==> src/hdl/nvrp_pkg.sv <==
`default_nettype none

package nvrp_pkg;

    // Fixed-point formats
    localparam int ID_BITS         = 16;
    localparam int COORD_FRAC_BITS = 16;
    localparam int DIR_FRAC_BITS   = 14;

    // Port field widths
    localparam int COORD_W    = 32;
    localparam int DIR_W      = 16;
    localparam int CUBE_ID_W  = 16;
    localparam int DIST_W     = 47;
    localparam int CFG_IDX_W  = 3;
    localparam int CFG_DATA_W = 32;

    // Stored id bits: the low ID_BITS bits of cube_id, never more than the field
    localparam int ID_W = (ID_BITS < CUBE_ID_W) ? ID_BITS : CUBE_ID_W;

    // Datapath widths
    localparam int DIFF_W = COORD_W + 1;      // center - origin
    localparam int EDGE_W = COORD_W + 2;      // center - origin - half
    localparam int SDIR_W = DIR_W + 1;        // direction after sign fold
    localparam int PROD_W = EDGE_W + SDIR_W;  // plane cross products
    localparam int SPAN_W = PROD_W + 1;       // far edge of a plane product
    localparam int TERM_W = DIFF_W + DIR_W;   // one dot product term
    localparam int DOT_W  = TERM_W + 2;       // sum of three terms

    localparam logic signed [EDGE_W-1:0] HALF_UNIT =
        EDGE_W'(64'sd1 <<< (COORD_FRAC_BITS - 1));
    localparam logic [DIST_W-1:0] DIST_MAX = '1;

    // Register reset values
    localparam logic signed [COORD_W-1:0] ORIGIN_X_RST = '0;
    localparam logic signed [COORD_W-1:0] ORIGIN_Y_RST = COORD_W'(10 << COORD_FRAC_BITS);
    localparam logic signed [COORD_W-1:0] ORIGIN_Z_RST = COORD_W'(10 << COORD_FRAC_BITS);
    localparam logic signed [DIR_W-1:0]   DIR_X_RST    = '0;
    localparam logic signed [DIR_W-1:0]   DIR_Y_RST    = '0;
    localparam logic signed [DIR_W-1:0]   DIR_Z_RST    = DIR_W'(-(1 << DIR_FRAC_BITS));

    // Register indexes
    localparam logic [CFG_IDX_W-1:0] CFG_ORIGIN_X = CFG_IDX_W'(0);
    localparam logic [CFG_IDX_W-1:0] CFG_ORIGIN_Y = CFG_IDX_W'(1);
    localparam logic [CFG_IDX_W-1:0] CFG_ORIGIN_Z = CFG_IDX_W'(2);
    localparam logic [CFG_IDX_W-1:0] CFG_DIR_X    = CFG_IDX_W'(3);
    localparam logic [CFG_IDX_W-1:0] CFG_DIR_Y    = CFG_IDX_W'(4);
    localparam logic [CFG_IDX_W-1:0] CFG_DIR_Z    = CFG_IDX_W'(5);

    // Axis numbering and the (a, b) axes of the XY, YZ and XZ planes
    localparam int AXES   = 3;
    localparam int PLANES = 3;
    typedef logic [1:0] axis_t;
    localparam axis_t PLANE_A [PLANES] = '{2'd0, 2'd1, 2'd0};
    localparam axis_t PLANE_B [PLANES] = '{2'd1, 2'd2, 2'd2};

    // Queue between front and back end; depth is a power of two
    localparam int QUEUE_DEPTH = 4;
    localparam int QPTR_W      = $clog2(QUEUE_DEPTH);
    localparam int QCNT_W      = $clog2(QUEUE_DEPTH + 1);

    // One classified cube
    typedef struct packed {
        logic              last;
        logic              hit;
        logic [DIST_W-1:0] distance;
        logic [ID_W-1:0]   id;
    } nvrp_item_t;

    // Queue status toward both ends
    typedef struct packed {
        logic full;
        logic valid;
    } nvrp_qstat_t;

endpackage

`default_nettype wire

==> src/hdl/nvrp_queue.sv <==
`default_nettype none

module nvrp_queue (
    input  logic                  aclk,
    input  logic                  aresetn,
    input  logic                  push,
    input  nvrp_pkg::nvrp_item_t  push_item,
    input  logic                  pop,
    output nvrp_pkg::nvrp_item_t  head_item,
    output nvrp_pkg::nvrp_qstat_t stat
);
    import nvrp_pkg::*;

    nvrp_item_t        slot_reg [QUEUE_DEPTH];
    logic [QPTR_W-1:0] wr_ptr_reg, rd_ptr_reg;
    logic [QCNT_W-1:0] count_reg;

    always_ff @(posedge aclk) begin
        if (!aresetn) begin
            wr_ptr_reg <= '0;
            rd_ptr_reg <= '0;
            count_reg  <= '0;
        end else begin
            if (push) begin
                wr_ptr_reg <= wr_ptr_reg + 1'b1;
            end
            if (pop) begin
                rd_ptr_reg <= rd_ptr_reg + 1'b1;
            end
            case ({push, pop})
                2'b10:   count_reg <= count_reg + 1'b1;
                2'b01:   count_reg <= count_reg - 1'b1;
                default: ;
            endcase
        end
    end

    always_ff @(posedge aclk) begin
        if (push) begin
            slot_reg[wr_ptr_reg] <= push_item;
        end
    end

    assign head_item  = slot_reg[rd_ptr_reg];
    assign stat.full  = (count_reg == QCNT_W'(QUEUE_DEPTH));
    assign stat.valid = (count_reg != '0);

`ifndef ASSERT_OFF
    a_no_overflow: assert property (@(posedge aclk) disable iff (!aresetn)
        push |-> !stat.full)
        else $error("queue write while full");

    a_no_underflow: assert property (@(posedge aclk) disable iff (!aresetn)
        pop |-> stat.valid)
        else $error("queue read while empty");
`endif

endmodule

`default_nettype wire

==> config.mk <==
export PLATFORM = sky130hd
export DESIGN_NAME = nvrp_queue
export DESIGN_NICKNAME = d
export VERILOG_FILES = /design/src/hdl/nvrp_pkg.sv /design/src/hdl/nvrp_queue.sv
export SDC_FILE = /design/constraint.sdc
export NUM_CORES = 1
export LEC_CHECK = 0
export BUFFER_PORTS_ARGS = -buffer_cell sky130_fd_sc_hd__buf_4
export CORE_UTILIZATION = 55
export DETAILED_ROUTE_END_ITERATION = 8
export PLACE_DENSITY = 0.76
export SETUP_SLACK_MARGIN = 0.05
export SYNTH_ARGS = -nofsm -noshare
export SYNTH_HDL_FRONTEND = slang
export SYNTH_SLANG_ARGS = --single-unit
==> constraint.sdc <==
create_clock -name aclk -period 3.15 [get_ports aclk]
set_input_delay 0.63 -clock aclk [delete_from_list [all_inputs] [get_ports aclk]]
set_output_delay 0.63 -clock aclk [all_outputs]
set_load 0.1 [all_outputs]
Word level (Yosys, flattened, before mapping)

Memories as Yosys holds them, arrays and structs flattened. A register that Yosys moved wholly into a read port is not among the register bits.
Index checks and enable logic that the tools add are counted.

Register bits after elaboration: 7
RAM bits: 260
Bits of input ports: 69
Output and inout bits: 67
Word-level logic and storage cells: 18
Memories kept: 1

Add/subtract/negate cells: 4
Eq/ne operators: 3
Muxes and demuxes: 5
Reductions and logical operators: 2

Memory list:

| memory   | depth | width | read ports | clocked after memory_dff | wr ports | RTL line         | RTL |
|---|---|---|---|---|---|---|---|
| slot_reg | 4     | 65    | 1          | 1                        | 1        | nvrp_queue.sv:14 | `nvrp_item_t slot_reg [QUEUE_DEPTH];` |

Operators with widths:

| operator            | count |
|---|---|
| $pmux 3 s2          | 1 |
| $add 2x1->2 const B | 2 |
| $mux 2              | 2 |
| $add 3x1->3 const B | 1 |
| $eq 3x3->1 const B  | 1 |
| $reduce_bool 3->1   | 1 |
| $sub 3x1->3 const B | 1 |
| $eq 2x1->1 const B  | 1 |
| $eq 2x2->1 const B  | 1 |
| $mux 1              | 2 |
| $reduce_bool 2->1   | 1 |

Depth between registers and ports, before layout

Gate-level depths: netlist of the first run.

Depth in word-level cells: 3
Gate-level depth with buffers: 6

Worst setup path after synthesis of the first run

No wires, ideal clock.

Path kind: reg-to-output
Start: reg count_reg[0]
End: out stat[1] (netlist bit)
Data arrival time: 2549 ps
Data required time: 2520 ps
Setup slack: -29 ps
Stages on the path, launching flop included: 2
Buffers on the path: 0
Path through: dfxtp_1 -> nor3b_1

RTL lines:

| element                | RTL line         | RTL |
|---|---|---|
| from (decl)            | nvrp_queue.sv:16 | `logic [QCNT_W-1:0] count_reg;` |
| from (signal assigned) | nvrp_queue.sv:31 | `2'b10: count_reg <= count_reg + 1'b1;` |
| from (signal assigned) | nvrp_queue.sv:32 | `2'b01: count_reg <= count_reg - 1'b1;` |
| to (decl)              | nvrp_queue.sv:10 | `output nvrp_pkg::nvrp_qstat_t stat` |

==> metrics, run 1 <==
r2r setup slk around 1500 ps; first-pass detailed-route iteration total 4; power share of the combinational group 19.6%; Slowest cell on crit path mux4_2; Final Max Tran Viols 0; critical-path cell list buf_12 > mux4_2 > buf_4; VDD IR max 0.563 mV; Rows between 40 and 50; Placer Congestion 0.699; Reg-to-Reg End slot_reg[2][31]; Final period util ~92%; H-tree lvl count 1; mean routed wirelength per cell about 22 um; Worst Tran Pin Value 487 ps; Reg2Reg Depth 4; vias in the first global route 4740; f_max 343 MHz; clock power share 34.0%; initial core utilization a little under three fifths; ys async rst share 0%; Critical Path Source Type register; Post-route DRC 0; Hold Crit Depth 1; antenna cells 0; main combinational cell family by area after synthesis multiplexers; final hold vios 0; vias per cell roughly 5.7; max reg flops 260; Non-Filler Instances 779; Synth cell types 21; minimum clock period 2910 ps; status finished clean; initial antenna violation count 0; Worst-Skew Late Latency roughly 500 ps; setup TNS 0 ps; Worst slew margin around 68%; Max clock buf depth 3; syn_area_per_cell 25.9 um^2; via count 4415; clk_skew 8.11 ps; worst hold slack 323 ps; Synth Area in Simple Gates 0.938%; post_cts resized 0; Leakage 4.07 nW; Top FF cell, synth edfxtp_1; Power Density approximately 750 nW/um^2; Area Growth Syn to Fin 21.7%; I/O pin count between 100 and 150; # setup viols final 0; Seq/Total Area, Yosys roughly four fifths; cell family with most CP delay multiplexers; Max FO, Critical Path 35; Post-Synthesis Net Count 456; global-route wire length before repair 26400 um; CTS Root Cell clkbuf_16; die width approximately 140 um; CTS Hold Bufs 0; die area 18500 um^2; Layout fillers about 1100; Port Buffers 135; min-delay src push_item[38]; placed instance count 734; Post-Syn Instances 381; Worst Path Required 2520 ps; Yosys reg bits 269; number of synthesized flops with an enable pin 260; Sink Count 269; RSZ-0062 raised after global routing no; largest net degree at the start of global routing 52; CP bufs+invs 2; Internal 6.44 mW; 1st-iter DRT viols 281; TritonCTS clock tree built; clock-pin slew on the worst setup and hold paths approximately 60 ps; number of CTS-inserted buffers 26; Switching Fraction 28.4%; total core area 17400 um^2; Max Cap Viol 0; YS warnings 0; Detail Placement HPWL 10400 um; fin area 12000 um^2; Switch Pwr 2.56 mW; CP Capture Type primary output; most frequent cells in the layout 260 x edfxtp_1, 136 x buf_4, 65 x mux4_2; Worst Path Arrival 2280 ps; xor/xnor share of the synthesized area 0.444%; Placed Instance Area 11200 um^2; post-synthesis mux area share 15.0%; Mapped Area 9870 um^2; Post-Route WL 17400 um; Final ANT Viol Nets 0; total track usage 19.4%; Synth Area in Adders 0.837%; layout cell share with drive strength beyond 1 44.8%; Compound-Gate Fraction of Synth Area less than 1%; reg2reg start wr_ptr_reg[0]; Setup CP Type reg -> out; grt ovf 0; Hold EP slot_reg[0][38]; most common cell after layout, fill and taps aside edfxtp_1; Post-CTS Setup Bufs 0; Chip Height ~140 um; Nets slightly above 600; Reg power frac a little under half; Worst path max stage delay 580 ps; Hold Path Class in -> reg
Yosys cell counts, types with 3 or more instances:
library cell / number / area share (%)
inv_1: 3 / 0.11
mux4_2: 65 / 15
and2_1: 9 / 0.57
xnor2_1: 3 / 0.27
buf_12: 5 / 1.0
ha_1: 5 / 0.63
dfxtp_1: 9 / 1.8
buf_2: 6 / 0.30
edfxtp_1: 260 / 79
power groups by stage:
stage,logic (mW),registers (mW),clock network [mW]
final,1.76,4.17,3.06
after detailed placement,1.78,4.25,0
after floorplan,1.41,4.22,0
after global routing,1.82,4.19,3.26
after CTS,1.78,4.18,3.13
after global placement,1.76,4.24,0
metal layers:
layer	vias to the layer above	share of wire [%]	GRT usage [%]
met2	149	52	34.1
met1	2315	41	25.5
li1	1930	-	-
met5	-	0	0
met3	21	5.6	3.21
met4	0	1.5	4.69
layout make-up:
class,instances,area [um^2],area share (%)
clock inverters,13,158,1.31
multi-input cells,95,1730,14.4
repair buffers,142,1140,9.50
well taps,225,282,2.34
flip-flops and latches,269,8000,66.6
inverters,3,11.3,0.0938
clock buffers,32,694,5.78
per-stage QoR:
stage / setup WS [ps] / total power [mW] / util, %
final: 237 / 9.00 / 69.0
after global routing: 83.3 / 9.27 / 69.0
after CTS: 155 / 9.09 / 69.0
after detailed placement: 692 / 6.03 / 64.1
after global placement: 716 / 6.00 / 64.1
after floorplan: 561 / 5.63 / -
kinds of logic after synthesis:
kind of cell    after synthesis
mux                          67
compound gates                2
buf+inv                      17
fa+ha+maj                     6
simple gates                 15
xor+xnor                      5
flops                       269
worst max-delay path by stage:
| stage | from | endpoint | slack, ps | cells past startpoint |
|---|---|---|---|---|
| 4_1_cts | register | head_item[58] | 160 | 3 |
| 3_3_place_gp | register | head_item[62] | 720 | 3 |
| 2_1_floorplan | push | slot_reg[0][0] | 560 | 1 |
| 3_5_place_dp | register | head_item[58] | 690 | 3 |
| 6_report | register | head_item[62] | 240 | 3 |
| 5_1_grt | register | head_item[58] | 80 | 3 |
No activity file was read; power rests on OpenSTA's default activity.
==> run 2: changes to the inputs <==
--- a/config.mk
+++ b/config.mk
@@ -6,9 +6,9 @@
 export NUM_CORES = 1
 export LEC_CHECK = 0
 export BUFFER_PORTS_ARGS = -buffer_cell sky130_fd_sc_hd__buf_4
-export CORE_UTILIZATION = 55
+export CORE_UTILIZATION = 45
 export DETAILED_ROUTE_END_ITERATION = 8
-export PLACE_DENSITY = 0.76
+export PLACE_DENSITY = 0.64
 export SETUP_SLACK_MARGIN = 0.05
 export SYNTH_ARGS = -nofsm -noshare
 export SYNTH_HDL_FRONTEND = slang
==> metrics, run 2 (same netlist as run 1, synthesis figures left out) <==
Slowest cell on crit path dfxtp_4; clk_skew between 9 and 10 ps; Chip Height ~150 um; cell family with most CP delay buffers and inverters; Sink Count around 270; critical-path cell list buf_12 > mux4_2 > buf_4; # setup viols final 0; total track usage 16.0%; Critical Path Source Type register; vias per cell 5.22; Port Buffers 135; mean routed wirelength per cell just over 20 um; final hold vios 0; Worst path max stage delay 550 ps; Worst slew margin roughly three fifths; Leakage 4.13 nW; first-pass detailed-route iteration total 4; Area Growth Syn to Fin 23.1%; Worst-Skew Late Latency 530 ps; CP bufs+invs 2; clock-pin slew on the worst setup and hold paths approximately 60 ps; minimum clock period 2700 ps; number of CTS-inserted buffers 28; Post-Route WL 17400 um; TritonCTS clock tree built; CP Capture Type primary output; Final Util a little under three fifths; Detail Placement HPWL about 11000 um; total core area 21300 um^2; Setup CP Type reg -> out; Final Max Tran Viols 0; layout cell share with drive strength beyond 1 45.8%; I/O pin count 136; total length of routed met2 wires approximately 8600 um; 1st-iter DRT viols 242; Post-CTS Setup Bufs 0; met1 WL around 7400 um; antenna cells 0; Total Power 9.12 mW; die width around 150 um; Worst Path Required 2520 ps; Nets 622; Max FO, Critical Path between 40 and 50; CTS Root Cell clkbuf_16; most common cell after layout, fill and taps aside edfxtp_1; Power Density 751 nW/um^2; post_cts resized 0; CTS Hold Bufs 0; initial antenna violation count 0; Rows 53; status finished clean; global-route wire length before repair 26500 um; Max clock buf depth 3; H-tree lvl count 1; f_max approximately 370 MHz; Post-route DRC 0; die area approximately 23000 um^2; vias in the first global route 4724; Worst Tran Pin Value 575 ps; Final ANT Viol Nets 0; Hold Path Class in -> reg; largest net degree at the start of global routing 46; max reg flops 260; Worst Path Arrival 2070 ps; grt ovf 0; via count between 4000 and 5000; VDD IR max 0.547 mV; most frequent cells in the layout 260 x edfxtp_1, 147 x buf_4, 65 x mux4_2; initial core utilization 46.4%; setup TNS 0 ps; RSZ-0062 raised after global routing no; Routed met3 length about 1100 um; Placer Congestion 0.691; Max Cap Viol 0; Top Metal Used met4; Final period util 85.7%
-- run 2: changes by cell type in the layout (fill, tap and decap cells not counted), sizes merged --
cell | before | now
buf | 142 | 150
bufinv | 4 | 3
clkbuf | 32 | 33
clkinv | 9 | 13
clkinvlp | 0 | 2
-- run 2: where the power goes --
group	internal [mW]	switching [mW]	total, mW	leakage, nW
combinational	0.459	1.32	1.78	1.23
sequential	4.11	0.0534	4.16	2.46
clock	1.91	1.26	3.17	0.435
-- run 2: worst paths after layout --
check	endpoint	slack, ps	start	cells after the start
max	head_item[48]	450	register	3
min	slot_reg[2][55]	300	push_item[55]	1
max reg2reg	slot_reg[0][6]	1350	wr_ptr_reg[0]	4
min reg2reg	count_reg[2]	550	count_reg[2]	2
-- run 2: area by class of cell --
cell class / count / area [um^2]
inverter: 3 / 11.3
tap: 275 / 344
clock buffer: 33 / 741
clock inverter: 18 / 159
timing repair buffer: 150 / 1160
sequential: 269 / 8000
fill: 1569 / 9140
multi-input combinational: 95 / 1730
-- run 2: metrics by stage --
step | hold slack [ps] | area (um^2) | std cells | worst slack, ps
detailed placement | 535 | 11200 | 792 | 892
finish | 303 | 12100 | 843 | 452
floorplan | 466 | 9870 | 381 | 561
global route | 278 | 12100 | 843 | 352
global placement | 479 | 11200 | 792 | 971
CTS | 282 | 12100 | 843 | 409
-- run 2: per-layer routing --
layer | track usage (%) | vias to the layer above
li1 | - | 1962
met1 | 21.8 | 2288
met2 | 26.1 | 129
met3 | 3.72 | 25
met4 | 3.84 | 0
met5 | 0 | -
==> run 3: changes to the inputs <==
--- a/config.mk
+++ b/config.mk
@@ -5,10 +5,11 @@
 export SDC_FILE = /design/constraint.sdc
 export NUM_CORES = 1
 export LEC_CHECK = 0
+export ABC_AREA = 1
 export BUFFER_PORTS_ARGS = -buffer_cell sky130_fd_sc_hd__buf_4
-export CORE_UTILIZATION = 45
+export CORE_UTILIZATION = 38
 export DETAILED_ROUTE_END_ITERATION = 8
-export PLACE_DENSITY = 0.64
+export PLACE_DENSITY = 0.55
 export SETUP_SLACK_MARGIN = 0.05
 export SYNTH_ARGS = -nofsm -noshare
 export SYNTH_HDL_FRONTEND = slang
==> metrics, run 3 <==
status finished clean; top post-synthesis cells by area edfxtp_1 75%, o21ai_0 4.6%, nor2_1 4.3%; TritonCTS clock tree built; Worst Tran Pin Value 498 ps; H-tree lvl count 1; Worst slew margin between 60% and 70%; RSZ-0062 raised after global routing no; Max FO, Critical Path 52; 1st-iter DRT viols 348; Port Buffers 135; Yosys reg bits approximately 270; die width between 150 and 200 um; global-route wire length before repair approximately 34000 um; f_max about 340 MHz; Setup CP Type reg -> out; Post-Synthesis Net Count 763; CTS Root Cell clkbuf_16; number of synthesized flops with an enable pin 260; Max clock buf depth 3; final hold vios 0; vias per cell 5.01; Synth top cells by count 260 x edfxtp_1, 119 x nor2_1, 96 x o21ai_0, 45 x o22ai_1, 35 x o21ai_1; Post-route DRC 0; number of CTS-inserted buffers 28; Final Util a little under half; Area Growth Syn to Fin 21.0%; ys async rst share 0%; initial core utilization around two fifths; Post-CTS Setup Bufs 0; max reg flops 260; post-placement setup slack 609 ps; Final ANT Viol Nets 0; Post-Route WL 21900 um; vias in the first global route 5989; largest net degree at the start of global routing 66; Final Worst Setup Slack 195 ps; YS warnings 0; CTS Hold Bufs 0; Worst Path Required 2520 ps; Leakage 4.35 nW; Power Density 696 nW/um^2; via count approximately 6000; Mapped Area 10400 um^2; Top FF cell, synth edfxtp_1; initial antenna violation count 1; minimum clock period 2950 ps; I/O pin count 136; total core area 26900 um^2; top-count cell post-synth edfxtp_1; Rows 60; total track usage between 10% and 20%; setup TNS 0 ps; Nets 899; Detail Placement HPWL 12000 um; first-pass detailed-route iteration total 4; Post-Syn Instances a little under 700; Max Cap Viol 0; Worst Path Arrival roughly 2300 ps; mean routed wirelength per cell 18.5 um; most common cell after layout, fill and taps aside edfxtp_1; Seq/Total Area, Yosys 76.8%; Chip Height 167 um; Placer Congestion 0.685; Final period util between 90% and 100%; CP Capture Type primary output; clk_skew ~6.4 ps; Final Max Tran Viols 0; Synth cell types 23; die area 28000 um^2; VDD IR max 0.535 mV; Yosys top cell by area edfxtp_1; most frequent cells in the layout 260 x edfxtp_1, 139 x buf_4, 119 x nor2_1; Yosys top cell area share 75.1%; syn_area_per_cell 15.1 um^2; worst hold slack 296 ps; Placed Instance Area 11800 um^2; Sink Count 269; Hold Path Class in -> reg; fin area 12600 um^2; Critical Path Source Type register; grt ovf 0; # setup viols final 0; clock-pin slew on the worst setup and hold paths 60 ps; Worst-Skew Late Latency approximately 530 ps; layout cell share with drive strength beyond 1 27.9%
[run 3: cells by family after synthesis]
logic type | share of synthesized area (%)
compound gates | 12.0
fa+ha+maj | 0.794
buf+inv | 3.41
flops | 76.8
simple gates | 6.93
[run 3: worst max-delay path: stages (launching register included)]
cell and delay, ps:
dfxtp_4 460, inv_8 290, buf_12 290, nor2_1 80, o22ai_1 260, buf_4 340
[run 3: layer usage]
layer | up-vias | track usage [%] | part of all wire, %
li1 | 2845 | - | -
met3 | 28 | 3.19 | 5.5
met4 | 0 | 4.19 | 1.7
met5 | - | 0 | 0
met1 | 2924 | 20.4 | 44
met2 | 140 | 26.6 | 49
[run 3: path summary, 6_finish.rpt]
check                startpoint  slack, ps              end  cells after the start
setup reg to reg  wr_ptr_reg[0]       1600  slot_reg[3][57]                      4
hold / removal    push_item[14]        300  slot_reg[3][14]                      1
setup / recovery       register        200    head_item[28]                      5
hold reg to reg   rd_ptr_reg[1]        430         register                      1
[run 3: repair_timing]
item	in CTS	in global routing
setup endpoints to repair	1	12
pin swaps	0	0
gates resized for setup	1	1
[run 3: metrics by stage]
step,power [mW],instances
finish,8.75,1185
global route,9.06,1185
CTS,8.87,1184
detailed placement,5.91,1135
global placement,5.90,1135
floorplan,5.48,688
[run 3: cell type report]
type                    count  area, um^2
clock inverters             8        46.3
multi-input cells         362        2050
well taps                 341         427
flip-flops and latches    269        7990
diodes                      1        2.50
inverters                  15        68.8
fillers                  2397       14300
repair buffers            148        1210
clock buffers              41         769
[run 3: report_power, final]
part | internal [mW] | leakage (nW) | switching [mW]
combinational | 0.357 | 1.49 | 1.33
clock | 1.68 | 0.397 | 1.25
sequential | 4.09 | 2.46 | 0.0468
