==> config.mk <==
export PLATFORM = sky130hd
export DESIGN_NAME = nvrp_back
export DESIGN_NICKNAME = d
export VERILOG_FILES = /design/src/hdl/nvrp_pkg.sv /design/src/hdl/nvrp_back.sv
export SDC_FILE = /design/constraint.sdc
export NUM_CORES = 1
export LEC_CHECK = 0
export BUFFER_PORTS_ARGS = -buffer_cell sky130_fd_sc_hd__buf_2
export CORE_AREA = 3 3 137 139
export DETAILED_ROUTE_END_ITERATION = 12
export DIE_AREA = 0 0 140 142
export SKIP_CTS_REPAIR_TIMING = 1
export SYNTH_ARGS = -nofsm -noshare
export SYNTH_HDL_FRONTEND = slang
export SYNTH_SLANG_ARGS = --single-unit
==> constraint.sdc <==
create_clock -name aclk -period 10.9 [get_ports aclk]
set_input_delay 1.635 -clock aclk [delete_from_list [all_inputs] [get_ports aclk]]
set_output_delay 1.635 -clock aclk [all_outputs]
set_load 0.1 [all_outputs]
==> src/hdl/nvrp_pkg.sv <==
`default_nettype none

package nvrp_pkg;

    // Fixed-point formats
    localparam int ID_BITS         = 16;
    localparam int COORD_FRAC_BITS = 16;
    localparam int DIR_FRAC_BITS   = 14;

    // Port field widths
    localparam int COORD_W    = 32;
    localparam int DIR_W      = 16;
    localparam int CUBE_ID_W  = 16;
    localparam int DIST_W     = 47;
    localparam int CFG_IDX_W  = 3;
    localparam int CFG_DATA_W = 32;

    // Stored id bits: the low ID_BITS bits of cube_id, never more than the field
    localparam int ID_W = (ID_BITS < CUBE_ID_W) ? ID_BITS : CUBE_ID_W;

    // Datapath widths
    localparam int DIFF_W = COORD_W + 1;      // center - origin
    localparam int EDGE_W = COORD_W + 2;      // center - origin - half
    localparam int SDIR_W = DIR_W + 1;        // direction after sign fold
    localparam int PROD_W = EDGE_W + SDIR_W;  // plane cross products
    localparam int SPAN_W = PROD_W + 1;       // far edge of a plane product
    localparam int TERM_W = DIFF_W + DIR_W;   // one dot product term
    localparam int DOT_W  = TERM_W + 2;       // sum of three terms

    localparam logic signed [EDGE_W-1:0] HALF_UNIT =
        EDGE_W'(64'sd1 <<< (COORD_FRAC_BITS - 1));
    localparam logic [DIST_W-1:0] DIST_MAX = '1;

    // Register reset values
    localparam logic signed [COORD_W-1:0] ORIGIN_X_RST = '0;
    localparam logic signed [COORD_W-1:0] ORIGIN_Y_RST = COORD_W'(10 << COORD_FRAC_BITS);
    localparam logic signed [COORD_W-1:0] ORIGIN_Z_RST = COORD_W'(10 << COORD_FRAC_BITS);
    localparam logic signed [DIR_W-1:0]   DIR_X_RST    = '0;
    localparam logic signed [DIR_W-1:0]   DIR_Y_RST    = '0;
    localparam logic signed [DIR_W-1:0]   DIR_Z_RST    = DIR_W'(-(1 << DIR_FRAC_BITS));

    // Register indexes
    localparam logic [CFG_IDX_W-1:0] CFG_ORIGIN_X = CFG_IDX_W'(0);
    localparam logic [CFG_IDX_W-1:0] CFG_ORIGIN_Y = CFG_IDX_W'(1);
    localparam logic [CFG_IDX_W-1:0] CFG_ORIGIN_Z = CFG_IDX_W'(2);
    localparam logic [CFG_IDX_W-1:0] CFG_DIR_X    = CFG_IDX_W'(3);
    localparam logic [CFG_IDX_W-1:0] CFG_DIR_Y    = CFG_IDX_W'(4);
    localparam logic [CFG_IDX_W-1:0] CFG_DIR_Z    = CFG_IDX_W'(5);

    // Axis numbering and the (a, b) axes of the XY, YZ and XZ planes
    localparam int AXES   = 3;
    localparam int PLANES = 3;
    typedef logic [1:0] axis_t;
    localparam axis_t PLANE_A [PLANES] = '{2'd0, 2'd1, 2'd0};
    localparam axis_t PLANE_B [PLANES] = '{2'd1, 2'd2, 2'd2};

    // Queue between front and back end; depth is a power of two
    localparam int QUEUE_DEPTH = 4;
    localparam int QPTR_W      = $clog2(QUEUE_DEPTH);
    localparam int QCNT_W      = $clog2(QUEUE_DEPTH + 1);

    // One classified cube
    typedef struct packed {
        logic              last;
        logic              hit;
        logic [DIST_W-1:0] distance;
        logic [ID_W-1:0]   id;
    } nvrp_item_t;

    // Queue status toward both ends
    typedef struct packed {
        logic full;
        logic valid;
    } nvrp_qstat_t;

endpackage

`default_nettype wire

==> src/hdl/nvrp_back.sv <==
`default_nettype none

module nvrp_back (
    input  logic                             aclk,
    input  logic                             aresetn,
    input  nvrp_pkg::nvrp_item_t             q_item,
    input  nvrp_pkg::nvrp_qstat_t            q_stat,
    output logic                             q_pop,
    output logic                             m_valid,
    input  logic                             m_ready,
    output logic                             m_hit_found,
    output logic [nvrp_pkg::CUBE_ID_W-1:0]   m_hit_cube_id,
    output logic [nvrp_pkg::DIST_W-1:0]      m_hit_distance
);
    import nvrp_pkg::*;

    logic              best_valid_reg;
    logic [DIST_W-1:0] best_dist_reg;
    logic [ID_W-1:0]   best_id_reg;

    logic              m_valid_reg;
    logic              m_found_reg;
    logic [CUBE_ID_W-1:0] m_id_reg;
    logic [DIST_W-1:0]    m_dist_reg;

    logic              take;
    logic              best_valid_next;
    logic [DIST_W-1:0] best_dist_next;
    logic [ID_W-1:0]   best_id_next;
    logic              emit;

    // A scan-end item needs the result register free or draining this cycle
    assign q_pop = q_stat.valid && (!q_item.last || !m_valid_reg || m_ready);
    assign emit  = q_pop && q_item.last;

    // Strictly smaller wins, so the first of equal distances stays
    assign take            = q_item.hit &&
                             (!best_valid_reg || q_item.distance < best_dist_reg);
    assign best_valid_next = best_valid_reg || take;
    assign best_dist_next  = take ? q_item.distance : best_dist_reg;
    assign best_id_next    = take ? q_item.id       : best_id_reg;

    always_ff @(posedge aclk) begin
        if (!aresetn) begin
            best_valid_reg <= 1'b0;
            m_valid_reg    <= 1'b0;
        end else begin
            if (q_pop) begin
                best_valid_reg <= emit ? 1'b0 : best_valid_next;
            end
            if (emit) begin
                m_valid_reg <= 1'b1;
            end else if (m_ready) begin
                m_valid_reg <= 1'b0;
            end
        end
    end

    always_ff @(posedge aclk) begin
        if (q_pop) begin
            best_dist_reg <= best_dist_next;
            best_id_reg   <= best_id_next;
        end
        if (emit) begin
            m_found_reg <= best_valid_next;
            m_id_reg    <= best_valid_next ? CUBE_ID_W'(best_id_next) : '0;
            m_dist_reg  <= best_valid_next ? best_dist_next : '0;
        end
    end

    assign m_valid        = m_valid_reg;
    assign m_hit_found    = m_found_reg;
    assign m_hit_cube_id  = m_id_reg;
    assign m_hit_distance = m_dist_reg;

`ifndef ASSERT_OFF
    a_emit_clears: assert property (@(posedge aclk) disable iff (!aresetn)
        emit |=> (m_valid_reg && !best_valid_reg))
        else $error("scan end did not post a result and clear the best hit");

    a_no_overwrite: assert property (@(posedge aclk) disable iff (!aresetn)
        (m_valid_reg && !m_ready) |-> !emit)
        else $error("pending result overwritten");
`endif

endmodule

`default_nettype wire
Yosys cells after proc, flatten, opt, wreduce, memory -nomap -nowiden
Index checks and enable logic that the tools add are counted.

$lt $le $gt $ge: 1. Reduce and logical (&&, ||, !) cells: 11. Multiplexer cells: 5.

Operator list (count): $lt A47 B47 Y1 (1); $mux W47 (1); $mux W16 (1); $logic_or A1 B1 Y1 (4); $logic_and A1 B1 Y1 (3); $logic_not A1 Y1 (3); $mux W1 (3); $reduce_bool A2 Y1 (1).

Register bits after elaboration: 129. Logic and storage cells: 24. Input bits: 70. Output and inout port bits: 66.

Logic depth before layout (Yosys ltp)
Gate-level depths: netlist of the first run.

Word-level depth: 6. Gate-level depth with buffers: 11. Mapped depth without buffers: 9.

Worst setup path before layout of the first run
OpenSTA, ideal clock, no wires.

Kind: input-to-output. From: input port m_ready. To: output port q_pop. Stages: 3. Path buffers: 0. Slack: 0.745 ns. Arrival time: 8.520 ns. Data required time: 9.265 ns. Path through: nand2b_1 > inv_1 > a21boi_0.

Cells in the longest elaborated chain, start to end: 2.

Ends and longest elaborated chain: start, declared (line nvrp_back.sv:10) `input logic m_ready,`; $logic_or A1 B1 Y1 (line nvrp_back.sv:33) `assign q_pop = q_stat.valid && (!q_item.last || !m_valid_reg || m_ready);`; $logic_and A1 B1 Y1 (line nvrp_back.sv:33); end, declared (line nvrp_back.sv:8) `output logic q_pop,`.

No other way between the ends.

Final worst setup path of the first run
From: input port q_item[22] (netlist bit). To: register m_dist_reg[41] (netlist: m_hit_distance[41]), data pin.

Cells in the longest elaborated chain, start to end: 4. Elaborated cells between the ends (all ways): 5. Those cells by class: order compare: 1; mux: 1; reduce/logical: 3.

Ends and longest elaborated chain: start, declared (line nvrp_back.sv:6) `input nvrp_pkg::nvrp_item_t q_item,`; $lt A47 B47 Y1 * (line nvrp_back.sv:38) `(!best_valid_reg || q_item.distance < best_dist_reg);`; $logic_or A1 B1 Y1 * (line nvrp_back.sv:38); $logic_and A1 B1 Y1 * (line nvrp_back.sv:37) `assign take = q_item.hit &&`; $mux W47 / $logic_or A1 B1 Y1 (equally long branches) (line nvrp_back.sv:40, nvrp_back.sv:39); end signal, assigned (line nvrp_back.sv:67) `m_dist_reg <= best_valid_next ? best_dist_next : '0;`; end, declared (line nvrp_back.sv:24) `logic [DIST_W-1:0] m_dist_reg;`.

Every way passes the cells marked *; elsewhere a longest branch is shown, timed or not. A chain may end at the register's enable or synchronous reset.

==> impl.org, run 1 <==
** Status
- Outcome :: finished clean

** Place
- Number of cells in the design after placement :: 799
- The count of buffers added on input and output ports is 134.
- The wire-length estimate of the detail-placed layout is 9.11 mm.
- Final GP Congestion :: 0.769
- OpenSTA, run right after detailed placement, puts the worst setup slack at 5.73 ns.
- Post-detailed-placement cell area :: 7360 µm²

** Yosys
- By instance count, the leading cell after synthesis is sky130_fd_sc_hd__edfxtp_1.
- Yosys printed 0 warnings.
- In this run the mean area of a mapped cell was 14.4 µm².
- Synth cell count leaders :: sky130_fd_sc_hd__edfxtp_1 (127), sky130_fd_sc_hd__a22o_1 (63), sky130_fd_sc_hd__mux2_2 (60)
- Xor and xnor area share after synthesis :: 0
- Mapped cell area :: 6510 µm²
- Of the total synthesized cell area, the portion taken by AND, OR, NAND and NOR gates is 0.0296.
- In the post-synthesis netlist, the biggest area contributors are sky130_fd_sc_hd__edfxtp_1 (59%), sky130_fd_sc_hd__mux2_2 (10%), sky130_fd_sc_hd__ha_1 (8.8%), sky130_fd_sc_hd__a22o_1 (8.5%), sky130_fd_sc_hd__inv_1 (2.8%).
- Counting flops and latches in the post-synthesis netlist gives 129.
- Of the total synthesized cell area, the portion taken by full adders, half adders and majority gates is 0.0884.
- Gate count after technology mapping :: 451
- Sequential area share after synthesis :: 0.592
- Compound-cell area share of the yosys netlist :: 0.128
- Top cell type by total area after synthesis :: sky130_fd_sc_hd__edfxtp_1
- Among all flip-flop cells after synthesis, the most frequent one is sky130_fd_sc_hd__edfxtp_1.
- Number of enable-type register cells in the synthesized netlist :: 127
- After synthesis, the share of flip-flops with an asynchronous set or reset is 0.
- Mapped Nets :: 567
- Mux contribution to synthesized area :: 0.109
- Number of library cell types mapped by synthesis :: 33
- Of the post-synthesis cell area, the dominant cell type holds 0.585.
- By area, the combinational part of the netlist is dominated by compound AO/OA/AOI/OAI gates.

** Finish
- The final layout contains 705 nets.
- After the flow finishes, the layout carries non-filler instances totaling 831.
- Finished layout cell area :: 7980 µm²
- After filler insertion, the fill cell instance count of the layout stands at 1656.
- Fraction of final layout cells sized beyond drive strength 1 :: 0.387
- Compared with the post-synthesis result, the final layout area differs by 22.4%.
- The number of antenna diodes in the final layout is 0.

** Setup path
- Logic depth of the worst register-to-register path :: 10
- Max FO, Critical Path :: 39
- Crit Path Category :: in -> reg
- Arrival time reported for the critical path endpoint :: 5.00 ns
- The worst setup path is launched from an input pin.
- Required @ worst endpoint :: 11.18 ns
- STA classifies the critical path endpoint as a flop.
- Internal reg-to-reg setup slack :: 7.12 ns

** Timing
- The number of hold violations in the final report is 0.
- Worst-case setup margin in the final layout :: 6.18 ns
- Maximum frequency from static timing analysis :: 0.212 GHz
- At the pin with the least slew margin, the transition time is 0.919 ns.
- Setup tns final :: 0 ns
- Worst setup skew after layout :: 0.00935 ns
- Final min period :: 4.72 ns
- Worst hold margin :: 0.561 ns
- Setup violations remaining at the end of the flow were counted as 0.
- Slew Limit Headroom :: 0.388
- Ratio of final minimum period to clock period :: 0.433
- Setup repair after global routing left no endpoint under its margin.
- Max-slew violations :: 0

** Min path
- Number of instances on the worst hold path :: 1
- Kind of path behind the tightest hold check :: reg -> reg

** Clock network
- Clock-pin slew was measured on the worst setup and hold paths at 0.06 ns.
- Maximum root-to-sink buffer count :: 2
- The clock drives 129 sinks.
- Clock root buffer :: sky130_fd_sc_hd__clkbuf_16
- The H-tree was split into 4 levels.
- TritonCTS built the clock tree.
- Total CTS buffers :: 17
- For the worst-skew pair, the clock arrives at the later sink with an insertion delay of 0.41 ns.

** GRT
- The via count of the first global-routing pass was 4180.
- Antenna violations before repair :: 0
- Global-route wire length before repair :: 21.6 mm
- Largest net degree at the start of global routing :: 75
- Across every metal layer, demand over resource in global routing totals 0.138.
- Remaining Overflow, GRT :: 0

** Floorplanning
- The floorplan has 49 rows.
- The total area inside the core boundary comes to 17800 µm².
- Floorplan die area :: 19900 µm²
- Initial Util :: 0.366
- Ports placed on the boundary :: 136
- From left edge to right edge, the die measures 140 µm.
- Vertical die dimension :: 142 µm

** Pwr
- Of the total power, registers draw 0.410.
- Of the total power, the clock network draws 0.398.
- In this run the power density over the cells is 188 nW/µm².
- Worst ir drop on vdd :: 101 µV
- Cell internal power was estimated by the tool at 1.07 mW.
- Total net switching power :: 429 µW
- For this design the static power due to leakage is 3.36 nW.
- Of the total power, the share spent switching nets is 0.286.
- The share of total power dissipated in combinational logic is 0.191.

** Drt
- Wire length after detailed routing :: 13.7 mm
- For this block, the initial DRC count from the detailed router was 149.
- In the final routed layout, each cell accounts on average for 16.5 µm.
- Before antenna repair, the detailed router went through 4 iterations.
- In the routed design, unresolved DRC markers number 0.
- Average vias per placed instance :: 4.99
- For this block, the via count after detailed routing is 4145.
- The detail route stage leaves a number of antenna-violating nets equal to 0.

** Flow run
- # Max-Cap Violations :: 0
-- area by class of cell --
class / count / area, µm² / area share
sequential: 129 / 3850 / 0.483
multi-input combinational: 253 / 2330 / 0.292
timing repair buffer: 139 / 708 / 0.0888
clock buffer: 18 / 429 / 0.0538
tap: 229 / 287 / 0.0359
clock inverter: 14 / 188 / 0.0235
inverter: 49 / 184 / 0.0231
-- kinds of logic (layout without fill, tap and decap cells) --
kind of cell	Yosys count	in the layout
and+or+nand+nor	38	38
buffers and inverters	69	220
muxes	63	63
AOI/OAI and AO/OA	106	106
DFF	129	129
adders and majority gates	46	46
-- layout by cell type, fill, tap and decap left out, types with 2 or more instances in the layout --
master,n
sky130_fd_sc_hd__nor4_1,3
sky130_fd_sc_hd__mux2_1,3
sky130_fd_sc_hd__edfxtp_1,127
sky130_fd_sc_hd__dfxtp_1,2
sky130_fd_sc_hd__clkinvlp_4,2
sky130_fd_sc_hd__clkbuf_16,17
sky130_fd_sc_hd__nand4_1,7
sky130_fd_sc_hd__nand2_1,13
sky130_fd_sc_hd__clkinv_4,2
sky130_fd_sc_hd__ha_1,46
sky130_fd_sc_hd__bufinv_16,4
sky130_fd_sc_hd__clkinv_1,2
sky130_fd_sc_hd__nor2b_1,2
sky130_fd_sc_hd__a21oi_1,20
sky130_fd_sc_hd__a21o_1,4
sky130_fd_sc_hd__nor2_1,4
sky130_fd_sc_hd__o21a_1,2
sky130_fd_sc_hd__a221o_1,2
sky130_fd_sc_hd__nand3_1,3
sky130_fd_sc_hd__mux2_2,60
sky130_fd_sc_hd__o21ai_0,6
sky130_fd_sc_hd__and3_1,2
sky130_fd_sc_hd__inv_6,2
sky130_fd_sc_hd__a22o_1,63
sky130_fd_sc_hd__inv_1,49
sky130_fd_sc_hd__buf_4,5
sky130_fd_sc_hd__buf_2,134
sky130_fd_sc_hd__clkinv_2,2
-- metal layers --
layer,vias to the layer above,global-route usage,wire length [µm]
li1,2029,-,-
met1,2005,0.172,6080
met2,98,0.228,6720
met3,13,0.0417,671
met4,0,0.0530,220
met5,-,0,0
-- critical path: stages --
cell	delay, ns
sky130_fd_sc_hd__buf_2	0.12
sky130_fd_sc_hd__ha_1	0.29
sky130_fd_sc_hd__and3_1	0.19
sky130_fd_sc_hd__a221o_1	0.15
sky130_fd_sc_hd__a31oi_1	0.05
sky130_fd_sc_hd__o41ai_1	0.77
sky130_fd_sc_hd__a221o_1	0.40
sky130_fd_sc_hd__o21a_2	0.58
sky130_fd_sc_hd__buf_4	0.54
sky130_fd_sc_hd__a22o_1	0.22
-- worst paths after layout --
kind                    start            endpoint
max                q_item[22]  m_hit_distance[41]
min            best_id_reg[7]    m_hit_cube_id[7]
max reg2reg  best_dist_reg[5]  m_hit_distance[41]
min reg2reg    best_id_reg[7]    m_hit_cube_id[7]
-- per-stage QoR --
step / total power, mW / utilization
after floorplan: 0.862 / -
after global placement: 0.909 / 0.414
after detailed placement: 0.917 / 0.414
after CTS: 1.52 / 0.449
after global routing: 1.57 / 0.449
final: 1.50 / 0.449
-- power by group through the flow --
stage / logic (mW) / registers [mW] / clock network (mW)
floorplan: 0.135 / 0.728 / 0
global placement: 0.284 / 0.625 / 0
detailed placement: 0.289 / 0.627 / 0
CTS: 0.291 / 0.617 / 0.615
global route: 0.311 / 0.622 / 0.639
finish: 0.287 / 0.617 / 0.599
(Power assumes the default switching activity.)
==> run 2, diff against run 1 <==
Clock period 10.9 ns to 4.4 ns, I/O delays scaled along.
==> impl.org, run 2 (synthesized netlist as in run 1, its figures left out) <==
** Clock network
- Clock latency on the worst-skew pair :: 0.41 ns
- Maximum root-to-sink buffer count :: 2
- Clock root buffer :: sky130_fd_sc_hd__clkbuf_16
- Total CTS buffers :: 17
- After clock tree synthesis, the clock-pin slew on the worst setup and hold paths is 0.06 ns.
- Clock tree synthesis found a total of 129 sinks.
- H-tree lvl count :: 4
- CTS tree :: built

** Pwr
- Across the VDD grid, the largest voltage drop is 251 µV.
- For this design the ratio of total power to cell area is 453 nW/µm².
- Static power due to leakage :: 3.35 nW

** Timing
- Maximum frequency from static timing analysis :: 0.296 GHz
- Setup repair after global routing left no endpoint under its margin.
- The number of max-slew violations in the final report was 0.
- Final Setup Violations :: 0
- The number of hold violations in the final report is 0.
- In this run the tightest slew margin relative to its limit is 0.393.
- Setup tns final :: 0 ns
- Between clock sinks in the finished design, the worst skew comes to 0.0101 ns.
- In the finished design, the share of the clock period the worst path needs comes to 0.768.
- Final min period :: 3.38 ns
- Transition time at the pin with the least slew margin :: 0.911 ns

** Drt
- After the first detailed-routing iteration, the DRC count stood at 119.
- Detailed-router iteration count before antenna repair :: 4
- Post-route antenna net violation count :: 0
- For this run, design rule violations remaining after detail routing come to 0.
- Wire length after detailed routing :: 13.5 mm
- Routed length per placed instance :: 16.2 µm
- Average vias per placed instance :: 4.99
- Via count :: 4143

** GRT
- Number of global-route vias before repair :: 4230
- Largest net degree at the start of global routing :: 99
- Antenna violations before repair :: 0
- In the global route stage, overall resource usage came out at 0.139.
- In the global route stage, met1 resource usage came out at 0.171.
- After global routing the overflow that remains totals 0.
- Layer with the highest usage :: met2
- Global-route wire length before repair :: 21.9 mm
- Routing usage on met2 :: 0.237
- For met3 alone, demand over resource in global routing was 0.0386.

** Floorplanning
- Area of the core :: 17800 µm²
- Floorplan die area :: 19900 µm²
- Vertical die dimension :: 142 µm
- Cell row count :: 49
- The initial utilization of the core area, before any placement, comes to 0.366.
- For this design the top-level I/O count stands at 136.
- From left edge to right edge, the die measures 140 µm.

** Setup path
- Crit Path Category :: reg -> reg
- Data on the critical path is required at its endpoint by 4.56 ns.
- Arrival time reported for the critical path endpoint :: 3.54 ns
- CP Capture Type :: flop
- Crit start category :: flop
- Max FO, Critical Path :: 98

** Finish
- Antenna diodes :: 0
- After the last flow step, the layout net total stands at 706.
- Most frequent cells in the layout :: sky130_fd_sc_hd__buf_2 (134), sky130_fd_sc_hd__edfxtp_1 (127), sky130_fd_sc_hd__a22o_1 (63), sky130_fd_sc_hd__mux2_2 (60), sky130_fd_sc_hd__inv_1 (49)
- Compared with the post-synthesis result, the final layout area differs by 22.2%.
- Fraction of final layout cells sized beyond drive strength 1 :: 0.387
- Most frequent standard cell in the layout excluding fill and tap cells :: sky130_fd_sc_hd__buf_2
- After routing the design area is 7960 µm².

** Place
- # port buffers :: 134
- Final GP Congestion :: 0.739
- Summing all placed instances gives a cell area of 7390 µm².
- Post-DP HPWL :: 9.15 mm

** Min path
- The path class of the tightest hold or removal check is in -> reg.

** Flow run
- Across the run, the number of max-cap violations was 0.

** Status
- The run finished with clean final reports.
[run 2: final cells by class]
type,instances,area (µm²)
Clock buffer,18,429
Sequential cell,129,3850
Tap cell,229,287
Fill cell,1669,9820
Inverter,49,184
Clock inverter,13,139
Multi-Input combinational cell,253,2330
Timing Repair Buffer,140,741
[run 2: routing by layer]
layer | vias up | part of all wire
met5 | - | 0
met4 | 0 | 0.014
met3 | 15 | 0.043
met2 | 87 | 0.50
met1 | 2014 | 0.44
li1 | 2027 | -
[run 2: where the power goes]
part | total (mW) | switching [mW] | internal (mW) | leakage [nW]
clock network | 1.36 | 0.532 | 0.831 | 0.268
logic | 0.715 | 0.482 | 0.233 | 1.84
registers | 1.53 | 0.0436 | 1.48 | 1.24
total | 3.60 | 1.06 | 2.55 | 3.35
[run 2: through the flow]
step / worst slack (ns) / util / std cells / hold slack, ns / total power [mW]
after global placement: 0.558 / 0.416 / 800 / 0.542 / 2.26
after detailed placement: 0.510 / 0.416 / 800 / 0.546 / 2.28
after floorplan: 0.322 / - / 451 / 0.533 / 2.13
after global routing: 0.777 / 0.448 / 831 / 0.466 / 3.77
final: 1.02 / 0.448 / 831 / 0.480 / 3.60
after CTS: 0.884 / 0.448 / 831 / 0.458 / 3.65
[run 2: final timing paths]
path / from / slack [ns] / end / cells after the start
setup / recovery: best_dist_reg[5] / 1.02 / best_id_reg[13] / 10
hold / removal: aresetn / 0.48 / best_valid_reg / 2
setup reg to reg: best_dist_reg[5] / 1.02 / best_id_reg[13] / 10
hold reg to reg: best_id_reg[5] / 0.56 / m_hit_cube_id[5] / 1
[run 2: worst max-delay path: stages (launching register included)]
cell,delay (ns)
sky130_fd_sc_hd__edfxtp_1,0.41
sky130_fd_sc_hd__inv_1,0.08
sky130_fd_sc_hd__ha_1,0.22
sky130_fd_sc_hd__a21o_1,0.18
sky130_fd_sc_hd__a221o_1,0.33
sky130_fd_sc_hd__a31oi_1,0.20
sky130_fd_sc_hd__o41ai_1,0.16
sky130_fd_sc_hd__a221o_1,0.44
sky130_fd_sc_hd__o2bb2ai_4,0.24
sky130_fd_sc_hd__buf_12,0.38
sky130_fd_sc_hd__mux2_2,0.40
==> run 3, diff against run 2 <==
Clock period 4.4 ns to 2.9 ns, I/O delays scaled along.
==> impl.org, run 3 (synthesized netlist as in run 1, its figures left out) <==
** Timing
- For the final routed database, the setup TNS stands at -10.50 ns.
- Headroom to the max-slew limit came out at 0.527.
- Derived from the worst setup path, the maximum achievable clock frequency is 0.324 GHz.
- Setup violations remaining at the end of the flow were counted as 108.
- On the final layout, the worst clock skew is 0.0119 ns.
- In the post-route analysis, the smallest setup slack over all paths is -0.183 ns.
- Final min period :: 3.08 ns
- The number of max-slew violations in the final report came to 0.
- Ratio of final minimum period to clock period :: 1.06
- For the pin with the worst max-slew slack, the measured transition is 0.710 ns.
- Setup repair after global routing could not meet its margin everywhere.
- The number of hold violations in the final report came to 0.

** Drt
- After detailed routing, the average wire length per cell comes to 20.2 µm.
- After detailed routing, the number of remaining DRC violations is 0.
- Once detail routing completed, the nets flagged for antenna violations numbered 0.
- Wires add up to 18.2 mm.
- Dividing the detail-routed via count by the number of cells gives 5.18.
- After the first detailed-routing iteration, the DRC count stood at 229.
- Detailed-router iteration count before antenna repair :: 4
- Via count :: 4661

** Place
- Post-DP HPWL :: 9.72 mm
- The congestion estimate from routability-driven global placement came to 0.768.
- The count of buffers added on input and output ports is 134.
- Prior to clock tree synthesis, the placed netlist has a worst setup slack of -0.503 ns.

** GRT
- Largest net degree at the start of global routing :: 45
- The number of antenna violations at the first check in global routing was 1.
- The first global-routing pass estimated 22.1 mm of wire.
- The via count of the first global-routing pass came to 4366.
- Overall Global Routing Usage :: 0.142
- Remaining Overflow, GRT :: 0

** Pwr
- Of the total power, the share spent switching nets is 0.304.
- P_int :: 4.05 mW
- The share of total power dissipated in combinational logic is 0.259.
- Power spread over the standard cell area amounts to 631 nW/µm².
- Relative contribution of the clock network to total power :: 0.342
- The analysis attributes to cell leakage a power of 4.08 nW.
- The analysis attributes to net switching a power of 1.77 mW.
- The worst-case IR drop observed on VDD is 422 µV.
- Sequential share of power :: 0.399

** Setup path
- Crit start category :: flop
- Crit Path Category :: reg -> reg
- Required @ worst endpoint :: 3.07 ns
- At the worst endpoint, the arrival time is 3.25 ns.
- Logic depth of the worst register-to-register path :: 11
- The worst setup path is captured at a flop.
- In this run the worst path has a maximum fanout of 8.

** Min path
- Kind of path behind the tightest hold check :: in -> reg
- Counting instances, the worst hold path has a depth of 2.

** Clock network
- Clock sinks :: 129
- After clock tree synthesis, the clock-pin slew on the worst setup and hold paths is 0.06 ns.
- For the worst-skew pair, the clock arrives at the later sink with an insertion delay of 0.42 ns.
- Total CTS buffers :: 17
- CTS placed an instance of sky130_fd_sc_hd__clkbuf_16 at the clock tree root.
- CTS built an H-tree with a depth of 4.
- In this run the deepest clock path goes through 2 buffers.
- TritonCTS built the clock tree.

** Finish
- Antenna diodes :: 0
- Once layout is complete, the utilization of the core stands at 0.518.
- The area growth from synthesis to layout is 41.5%.
- The library cell used most frequently in the layout, excluding fill and tap cells, is sky130_fd_sc_hd__buf_2.
- Fraction of final layout cells sized beyond drive strength 1 :: 0.485
- In the final design database the tool counted 773 nets.
- Fill cells :: 1506
- Leaving out fill and tap cells, the most frequent cells in the layout are sky130_fd_sc_hd__buf_2 (134), sky130_fd_sc_hd__edfxtp_1 (127), sky130_fd_sc_hd__a22o_1 (63), sky130_fd_sc_hd__mux2_4 (49), sky130_fd_sc_hd__inv_1 (45).

** Status
- Outcome :: finished with violations
- The final reports fail on negative setup slack.

** Floorplanning
- Cell row count :: 49
- The floorplan step defined a die boundary enclosing 19900 µm².
- Vertical die dimension :: 142 µm
- DIE WIDTH :: 140 µm
- Ports placed on the boundary :: 136
- For this configuration, the core starts out at a cell density of 0.366.
- Area of the core :: 17800 µm²

** Flow run
- Across the run, the number of max-cap violations was 0.
-- run 3: changes by cell type in the layout (fill, tap and decap cells not counted), sizes merged --
cell	delta
o21a	+1
inv	-1
buf	+51
clkinv	+3
clkbuf	+15
bufinv	-1
-- run 3: power groups by stage --
stage	clock network, mW	logic [mW]	registers [mW]
final	1.99	1.50	2.32
after global routing	2.10	1.60	2.34
after CTS	2.02	1.16	2.32
after detailed placement	0	1.15	2.36
after global placement	0	1.13	2.35
after floorplan	0	0.509	2.72
-- run 3: worst max-delay path, stage by stage (launching register included) --
cell	delay [ns]
sky130_fd_sc_hd__edfxtp_1	0.41
sky130_fd_sc_hd__inv_2	0.09
sky130_fd_sc_hd__ha_4	0.19
sky130_fd_sc_hd__and3_4	0.17
sky130_fd_sc_hd__a221o_1	0.33
sky130_fd_sc_hd__a31oi_4	0.20
sky130_fd_sc_hd__o41ai_4	0.11
sky130_fd_sc_hd__a221o_1	0.37
sky130_fd_sc_hd__o2bb2ai_4	0.25
sky130_fd_sc_hd__buf_12	0.21
sky130_fd_sc_hd__buf_6	0.15
sky130_fd_sc_hd__mux2_2	0.33
-- run 3: area by class of cell --
cell class,instances,area [µm²],share of cell area
clock buffers,18,429,0.0466
clock inverters,14,118,0.0128
inverters,49,184,0.0200
multi-input cells,254,2680,0.291
flip-flops and latches,129,3850,0.418
well taps,229,287,0.0311
repair buffers,206,1660,0.180
-- run 3: worst paths after layout --
check	slack, ns	from	to
setup / recovery	-0.18	best_dist_reg[6]	best_id_reg[9]
hold / removal	0.25	aresetn	best_valid_reg
setup reg to reg	-0.18	best_dist_reg[6]	best_id_reg[9]
hold reg to reg	0.56	best_id_reg[12]	m_hit_cube_id[12]
-- run 3: through the flow --
step	power (mW)	hold slack (ns)	instance area, µm²	instances
finish	5.81	0.246	9220	899
global route	6.04	0.236	9220	899
CTS	5.50	0.227	8190	857
detailed placement	3.51	0.545	7640	825
global placement	3.48	0.542	7640	825
floorplan	3.23	0.533	6530	451
-- run 3: layer usage --
layer  wire (µm)  vias to the layer above  track usage
met5           7                        -            0
met4         381                        2       0.0602
met3         867                       31       0.0356
met2        9350                      125        0.249
met1        7580                     2331        0.166
li1            -                     2172            -
